### src/dstq_pkg.sv
// Shared types and constants for the deadline-sorted timer queue.
// Used by the timed cell, the instant cell and the top level.
package dstq_pkg;

	// Entries per queue and count width
	localparam int DEPTH = 16;
	localparam int CNT_W = $clog2(DEPTH + 1);
	localparam int IDX_W = $clog2(DEPTH);

	// Field widths
	localparam int OP_W  = 2;
	localparam int HND_W = 16;
	localparam int TIM_W = 32;

	// Opcodes
	localparam logic [OP_W-1:0] OP_ADD_TIMED   = 2'd0;
	localparam logic [OP_W-1:0] OP_ADD_INSTANT = 2'd1;
	localparam logic [OP_W-1:0] OP_TICK        = 2'd2;

	// Result codes
	localparam logic KIND_STATUS   = 1'b0;
	localparam logic KIND_DISPATCH = 1'b1;
	localparam logic STATUS_OK     = 1'b0;
	localparam logic STATUS_FULL   = 1'b1;
	localparam logic SRC_INSTANT   = 1'b0;
	localparam logic SRC_TIMED     = 1'b1;

	// Command broadcast to every timed cell
	typedef struct packed {
		logic             ins;
		logic             pop;
		logic [TIM_W-1:0] dl;
		logic [HND_W-1:0] h;
	} tcmd_t;

	// Command broadcast to every instant cell
	typedef struct packed {
		logic             push;
		logic             pop;
		logic [HND_W-1:0] h;
	} icmd_t;

	// One result beat
	typedef struct packed {
		logic             kind;
		logic             status;
		logic             source;
		logic [HND_W-1:0] handle_out;
		logic             last;
	} result_t;

endpackage

### src/dstq_tcell.sv
// One cell of the deadline-sorted chain: holds a deadline and a handle.
// Depends on dstq_pkg for the command type and field widths.
module dstq_tcell (
	input  logic                            clk,
	input  dstq_pkg::tcmd_t                 cmd,
	input  logic                            occ,
	input  logic                            left_after,
	input  logic [dstq_pkg::TIM_W-1:0]      left_dl,
	input  logic [dstq_pkg::HND_W-1:0]      left_h,
	input  logic [dstq_pkg::TIM_W-1:0]      right_dl,
	input  logic [dstq_pkg::HND_W-1:0]      right_h,
	output logic [dstq_pkg::TIM_W-1:0]      dl,
	output logic [dstq_pkg::HND_W-1:0]      h,
	output logic                            after
);
	import dstq_pkg::*;

	logic [TIM_W-1:0] dl_q;
	logic [HND_W-1:0] h_q;

	// Flag cells at or past the insert point: empty, or strictly later
	assign after = !occ || (dl_q > cmd.dl);

	// Shift right behind the insert point, take the new beat at it, shift left on pop
	always_ff @(posedge clk) begin
		if (cmd.ins) begin
			if (left_after) begin
				dl_q <= left_dl;
				h_q  <= left_h;
			end else if (after) begin
				dl_q <= cmd.dl;
				h_q  <= cmd.h;
			end
		end else if (cmd.pop) begin
			dl_q <= right_dl;
			h_q  <= right_h;
		end
	end

	assign dl = dl_q;
	assign h  = h_q;

endmodule

### src/dstq_icell.sv
// One cell of the instant FIFO chain: holds a single handle.
// Depends on dstq_pkg for the command type and field widths.
module dstq_icell (
	input  logic                       clk,
	input  dstq_pkg::icmd_t            cmd,
	input  logic                       occ,
	input  logic                       left_occ,
	input  logic [dstq_pkg::HND_W-1:0] right_h,
	output logic [dstq_pkg::HND_W-1:0] h
);
	import dstq_pkg::*;

	logic [HND_W-1:0] h_q;

	// Write the tail cell on push, shift toward the head on pop
	always_ff @(posedge clk) begin
		if (cmd.push) begin
			if (left_occ && !occ)
				h_q <= cmd.h;
		end else if (cmd.pop) begin
			h_q <= right_h;
		end
	end

	assign h = h_q;

endmodule

### src/deadline_sorted_timer_queue_core.sv
// Top level of the deadline-sorted timer queue: command port, two cell chains, result beats.
// Depends on dstq_pkg, dstq_tcell and dstq_icell.
//
//  channel  | handshake              | payload
//  ---------+------------------------+-------------------------------------------
//  command  | start in, busy out     | opcode, handle, delay, now
//  result   | strobe out, no stall   | kind, status, source, handle_out, last
//
// A command is taken when start is high and busy is low; its chain operations happen in that cycle.
// The first result beat shows in the cycle after the command; a tick dispatching from both
// queues shows its second beat in the next cycle, and busy is high for that one cycle.
// So busy holds off new commands only while the second beat of a double dispatch is pending.
// Reset clears both counts and the result control; cell contents are left as they are.
// Results cannot be stalled: each beat holds for exactly one cycle.
module deadline_sorted_timer_queue_core (
	input  logic                       clk,
	input  logic                       arst_n,
	input  logic                       start,
	output logic                       busy,
	input  logic [dstq_pkg::OP_W-1:0]  opcode,
	input  logic [dstq_pkg::HND_W-1:0] handle,
	input  logic [dstq_pkg::TIM_W-1:0] delay,
	input  logic [dstq_pkg::TIM_W-1:0] now,
	output logic                       strobe,
	output logic                       kind,
	output logic                       status,
	output logic                       source,
	output logic [dstq_pkg::HND_W-1:0] handle_out,
	output logic                       last
);
	import dstq_pkg::*;

	logic             accept;
	logic [CNT_W-1:0] tcount_q;
	logic [CNT_W-1:0] icount_q;
	logic             tfull;
	logic             ifull;
	logic             t_due;
	logic             pend_q;
	logic [HND_W-1:0] pend_h_q;
	logic             strobe_q;
	logic             res_valid;
	logic             set_pend;
	result_t          res_d;
	result_t          res_q;
	tcmd_t            tcmd;
	icmd_t            icmd;

	logic [DEPTH-1:0] t_occ;
	logic [DEPTH-1:0] i_occ;
	logic [DEPTH-1:0] t_after;
	logic [TIM_W-1:0] t_dl [DEPTH];
	logic [HND_W-1:0] t_h  [DEPTH];
	logic [HND_W-1:0] i_h  [DEPTH];

	assign busy   = pend_q;
	assign accept = start && !busy;
	assign tfull  = (tcount_q == CNT_W'(DEPTH));
	assign ifull  = (icount_q == CNT_W'(DEPTH));
	assign t_due  = (tcount_q != '0) && (t_dl[0] <= now);

	// Decode the command into chain operations
	always_comb begin
		tcmd.ins  = accept && (opcode == OP_ADD_TIMED) && !tfull;
		tcmd.pop  = accept && (opcode == OP_TICK) && t_due;
		tcmd.dl   = now + delay;
		tcmd.h    = handle;
		icmd.push = accept && (opcode == OP_ADD_INSTANT) && !ifull;
		icmd.pop  = accept && (opcode == OP_TICK) && (icount_q != '0);
		icmd.h    = handle;
	end

	// Derive occupancy of each cell from the counts
	always_comb begin
		for (int i = 0; i < DEPTH; i++) begin
			t_occ[i] = CNT_W'(i) < tcount_q;
			i_occ[i] = CNT_W'(i) < icount_q;
		end
	end

	// Build both chains
	for (genvar i = 0; i < DEPTH; i++) begin : g_cell
		logic             l_after;
		logic [TIM_W-1:0] l_dl;
		logic [HND_W-1:0] l_h;
		logic [TIM_W-1:0] r_dl;
		logic [HND_W-1:0] r_h;
		logic             l_iocc;
		logic [HND_W-1:0] r_ih;

		if (i == 0) begin : g_head
			assign l_after = 1'b0;
			assign l_dl    = '0;
			assign l_h     = '0;
			assign l_iocc  = 1'b1;
		end else begin : g_body
			assign l_after = t_after[i-1];
			assign l_dl    = t_dl[i-1];
			assign l_h     = t_h[i-1];
			assign l_iocc  = i_occ[i-1];
		end

		if (i == DEPTH - 1) begin : g_tail
			assign r_dl = '0;
			assign r_h  = '0;
			assign r_ih = '0;
		end else begin : g_mid
			assign r_dl = t_dl[i+1];
			assign r_h  = t_h[i+1];
			assign r_ih = i_h[i+1];
		end

		dstq_tcell u_tcell (
			.clk        (clk),
			.cmd        (tcmd),
			.occ        (t_occ[i]),
			.left_after (l_after),
			.left_dl    (l_dl),
			.left_h     (l_h),
			.right_dl   (r_dl),
			.right_h    (r_h),
			.dl         (t_dl[i]),
			.h          (t_h[i]),
			.after      (t_after[i])
		);

		dstq_icell u_icell (
			.clk      (clk),
			.cmd      (icmd),
			.occ      (i_occ[i]),
			.left_occ (l_iocc),
			.right_h  (r_ih),
			.h        (i_h[i])
		);
	end

	// Advance the counts
	always_ff @(posedge clk or negedge arst_n) begin
		if (!arst_n) begin
			tcount_q <= '0;
			icount_q <= '0;
		end else begin
			if (tcmd.ins)
				tcount_q <= tcount_q + CNT_W'(1);
			else if (tcmd.pop)
				tcount_q <= tcount_q - CNT_W'(1);
			if (icmd.push)
				icount_q <= icount_q + CNT_W'(1);
			else if (icmd.pop)
				icount_q <= icount_q - CNT_W'(1);
		end
	end

	// Form the next result beat
	always_comb begin
		res_d     = '0;
		res_valid = 1'b0;
		set_pend  = 1'b0;
		if (pend_q) begin
			res_valid      = 1'b1;
			res_d.kind     = KIND_DISPATCH;
			res_d.status   = STATUS_OK;
			res_d.source   = SRC_TIMED;
			res_d.handle_out = pend_h_q;
			res_d.last     = 1'b1;
		end else if (accept) begin
			unique case (opcode)
				OP_ADD_TIMED: begin
					res_valid    = 1'b1;
					res_d.kind   = KIND_STATUS;
					res_d.status = tfull ? STATUS_FULL : STATUS_OK;
					res_d.last   = 1'b1;
				end
				OP_ADD_INSTANT: begin
					res_valid    = 1'b1;
					res_d.kind   = KIND_STATUS;
					res_d.status = ifull ? STATUS_FULL : STATUS_OK;
					res_d.last   = 1'b1;
				end
				OP_TICK: begin
					res_valid = icmd.pop || tcmd.pop;
					res_d.kind = KIND_DISPATCH;
					res_d.status = STATUS_OK;
					if (icmd.pop) begin
						res_d.source     = SRC_INSTANT;
						res_d.handle_out = i_h[0];
						res_d.last       = !tcmd.pop;
						set_pend         = tcmd.pop;
					end else begin
						res_d.source     = SRC_TIMED;
						res_d.handle_out = t_h[0];
						res_d.last       = 1'b1;
					end
				end
				default: begin
					res_valid = 1'b0;
				end
			endcase
		end
	end

	// Hold the result control and the pending second beat
	always_ff @(posedge clk or negedge arst_n) begin
		if (!arst_n) begin
			strobe_q <= 1'b0;
			pend_q   <= 1'b0;
		end else begin
			strobe_q <= res_valid;
			pend_q   <= set_pend;
		end
	end

	// Hold the result payload
	always_ff @(posedge clk) begin
		res_q <= res_d;
		if (set_pend)
			pend_h_q <= t_h[0];
	end

	assign strobe     = strobe_q;
	assign kind       = res_q.kind;
	assign status     = res_q.status;
	assign source     = res_q.source;
	assign handle_out = res_q.handle_out;
	assign last       = res_q.last;

	// A pending timed beat always sits behind an instant beat on the port
	a_pend_behind_beat: assert property (@(posedge clk) disable iff (!arst_n)
		pend_q |-> (strobe && !last && source == SRC_INSTANT))
		else $error("pending beat without a leading instant beat");

	// A beat without last is always followed by a last timed beat
	a_second_beat: assert property (@(posedge clk) disable iff (!arst_n)
		(strobe && !last) |=> (strobe && last && source == SRC_TIMED))
		else $error("missing second dispatch beat");

	// Counts never exceed the chain length
	a_tcount_range: assert property (@(posedge clk) disable iff (!arst_n)
		tcount_q <= CNT_W'(DEPTH))
		else $error("timed count overflow");

	a_icount_range: assert property (@(posedge clk) disable iff (!arst_n)
		icount_q <= CNT_W'(DEPTH))
		else $error("instant count overflow");

	// A timed dispatch comes only from an occupied head that was due
	a_timed_pop_due: assert property (@(posedge clk) disable iff (!arst_n)
		tcmd.pop |-> (tcount_q != '0 && t_dl[0] <= now))
		else $error("timed pop of an empty or undue head");

endmodule
### config.mk
export PLATFORM = sky130hd
export DESIGN_NAME = deadline_sorted_timer_queue_core
export DESIGN_NICKNAME = d
export VERILOG_FILES = /design/src/dstq_pkg.sv /design/src/dstq_tcell.sv /design/src/dstq_icell.sv /design/src/deadline_sorted_timer_queue_core.sv
export SDC_FILE = /design/constraint.sdc
export NUM_CORES = 2
export LEC_CHECK = 0
export BUFFER_PORTS_ARGS = -buffer_cell sky130_fd_sc_hd__buf_2
export CORE_UTILIZATION = 40
export DETAILED_ROUTE_END_ITERATION = 6
export PLACE_DENSITY = 0.55
export REMOVE_ABC_BUFFERS = 1
export SLEW_MARGIN = 20
export SYNTH_ARGS = -nofsm -noshare
export SYNTH_HDL_FRONTEND = slang
export SYNTH_SLANG_ARGS = --single-unit
export TNS_END_PERCENT = 50
### constraint.sdc
create_clock -name clk -period 16.45 [get_ports clk]
set_input_delay 0.8225 -clock clk [delete_from_list [all_inputs] [get_ports clk]]
set_output_delay 0.8225 -clock clk [all_outputs]
set_load 0.005 [all_outputs]
==> reports/metrics.cfg <==
[finish]
drive_gt1_frac = 0.0933
finalNonFillerCells = 8003
area_growth_syn_to_layout_pct = 11.2
stdcell_area_um2 = 71300
fin_util = 0.449
layout.nets = 6460
final_common_cell = edfxtp_1
most-common-layout-cells = 1040 x edfxtp_1, 794 x nand2_1, 549 x ha_1

[timing]
rsz0062_at_grt = false
finalSetupViolations = 0
min_period_over_period = 0.543
setup_tns_ns = 0
fmax_mhz = 112
hold_viol_final = 0
slew_headroom = 0.0990
finalCriticalPeriod_ns = 8.93
tightestPinTransition_ns = 1.34
finalClockSkew_ns = 0.0726
drv_slew = 0
whs_ns = 0.412

[clock_network]
cts.clk_slew.worst_paths_ns = 0.06
cts.sinks = 1072
cts_setup_buffers = 0
clk_path_buf_depth = 3
cts_tree = yes
numCtsBuffers = 132
cts_root_buffer = clkbuf_16
htreeDepth = 4
clk_latency_ns = 0.83

[logic_synthesis]
synth_cell_types = 92
async_flop_share = 0.0112
syn_avg_cell_area_um2 = 10.9
synth_area_um2 = 64100
yosysWarnings = 0
synth_edf_count = 1040
syn_inst = 5872
yosysSeqAreaShare = 0.498
ys_ff_latch = 1072
ys.flop_type = edfxtp_1

[floorplanning]
die_area_um2 = 162000
ios = 107
fp.coreArea_um2 = 159000
start_util = 0.404
dieHeight_um = 402
die_width_um = 402
rows = 146

[worst_setup_path]
endpoint = g_cell[8].u_tcell.dl[19]$_DFFE_PP_
path_class = primary input to flop
r2r_start = tcount_q[1]$_DFFE_PN0P_
ff2ff_path_depth = 11
endpoint_kind = flop
crit_path_max_fanout = 22
r2r_end = g_cell[4].u_tcell.dl[1]$_DFFE_PP_
reg2reg_slack_ns = 9.55
required_ns = 16.85
cp-start-kind = primary input
arrival_ns = 9.33
crit_start = now[1]

[power]
seqPwrFrac = 0.363
switching_share = 0.381
powerDensity_nw_per_um2 = 139
p_int_w = 0.00615
clockPowerShare = 0.300
p_sw_w = 0.00379
p_comb_frac = 0.337
leakage_nw = 28.6
vdd_drop_max_uv = 122

[route]
dr.first_iter.drc_count = 5514
avgViaCountPerCell = 6.22
dr_total_vias = 49800
firstDrtPassIters = 7
wl_per_cell_um = 29.3
ant_nets = 0
drc_errors = 1
drt-total-wl_um = 235000

[global_routing]
grt-ovfl-total = 0
grt_pass1_vias = 48300
grt_first_pass_wirelength_um = 339000
antenna_found_initial = 12
grt_max_degree = 178
grtUsageTotal = 0.285

[place]
placed_cells = 7760
dp_hpwl_um = 161000
gp_congestion = 0.989
portBuffers = 106
dpl_cell_area_um2 = 66800

[status]
violations = DRC
status = finished with violations

[min_path]
hp-class = primary input to flop

[job]
max_cap_violations = 0

## layout make-up
cell class | instances | area [µm²]
Inverter | 120 | 450
Clock inverter | 61 | 851
Tap cell | 2072 | 2590
Antenna cell | 1 | 2.50
Fill cell | 14800 | 87500
Sequential cell | 1072 | 31900
Timing Repair Buffer | 228 | 1520
Clock buffer | 178 | 3560
Multi-Input combinational cell | 4271 | 30400
## worst min path at each step
stage                                       end  cells past startpoint                   from
final                          strobe$_DFF_PN0_                      3                  start
after global routing           strobe$_DFF_PN0_                      3                  start
after CTS                      strobe$_DFF_PN0_                      3                  start
after detailed placement  handle_out[4]$_DFF_P_                      2  pend_h_q[4]$_DFFE_PP_
after global placement    handle_out[4]$_DFF_P_                      2  pend_h_q[4]$_DFFE_PP_
after floorplan           handle_out[0]$_DFF_P_                      2  pend_h_q[0]$_DFFE_PP_
## registers in the layout (all words and copies together), names as in the netlist
signal / flops
pend_h_q: 16
status: 1
busy: 1
handle_out: 16
source: 1
tcount_q: 5
strobe: 1
g_cell.u_tcell.h: 256
icount_q: 5
g_cell.u_tcell.dl: 512
kind: 1
last: 1
g_cell.u_icell.h: 256
## metrics by stage
step / worst slack [ns] / total power, W
floorplan: -2.82 / 0.00572
global placement: 7.03 / 0.00687
detailed placement: 6.87 / 0.00692
CTS: 7.67 / 0.00989
global route: 7.60 / 0.0103
finish: 7.52 / 0.00994
## critical path, stage by stage
cell	delay, ns
buf_2	0.11
ha_1	0.27
a21o_1	0.13
nand4_1	0.59
a21oi_1	0.44
nor2_1	0.13
o41ai_2	1.16
a41oi_1	0.42
a31oi_1	0.29
xnor2_1	0.14
buf_4	0.23
inv_1	0.40
ha_1	0.49
nand4_1	0.10
nor2_1	0.49
nand4_1	0.32
o41ai_1	0.66
a21o_2	0.33
nand2_1	0.46
a21oi_4	0.71
buf_4	0.56
## cells in the mapped netlist, types with 28 or more instances
library cell	instances	area (µm²)
mux2i_1	294	2940
clkbuf_1	291	1090
a211oi_1	28	210
buf_2	65	325
and2_1	29	181
o211ai_2	42	526
o21ai_1	53	265
o21ai_0	436	2180
a21o_1	385	2890
inv_1	116	435
nand2_1	795	2980
nand4_1	98	613
xnor2_1	35	307
a31oi_1	47	294
nor2_1	231	867
a221o_1	155	1550
edfxtp_1	1040	31200
o21a_1	55	413
ha_1	549	6870
o211ai_1	179	1340
nand3_1	282	1410
nor2b_1	112	701
a21oi_1	160	801
## logic make-up (layout without fill, tap and decap cells)
group,Yosys count,after routing,synth area share
and+or+nand+nor,1699,1699,0.123
AOI/OAI and AO/OA,1667,1667,0.181
DFF,1072,1072,0.498
adders and majority gates,557,557,0.109
buffers and inverters,529,587,0.0345
muxes,295,295,0.0461
xor gates and xnor gates,53,53,0.00853
other,0,1,0
## power by group through the flow
stage	Combinational (W)	Clock, W	Sequential [W]
after floorplan	0.00215	0	0.00357
after global placement	0.00321	0	0.00366
after detailed placement	0.00326	0	0.00366
final	0.00335	0.00298	0.00361
after global routing	0.00355	0.00311	0.00363
after CTS	0.00327	0.00302	0.00360
## repair_timing
item	4_1_cts	5_1_grt
gates resized for setup	0	0
endpoints found under the hold margin	5	0
hold buffers	1	0
## layer usage
| layer | track usage | vias to the layer above | wire length, µm |
|---|---|---|---|
| met5 | 0 | - | 80 |
| met4 | 0.130 | 6 | 11100 |
| met3 | 0.0665 | 453 | 21100 |
| met2 | 0.448 | 2238 | 107000 |
| met1 | 0.373 | 24800 | 95900 |
| li1 | - | 22300 | - |
(Power assumes the default switching activity.)
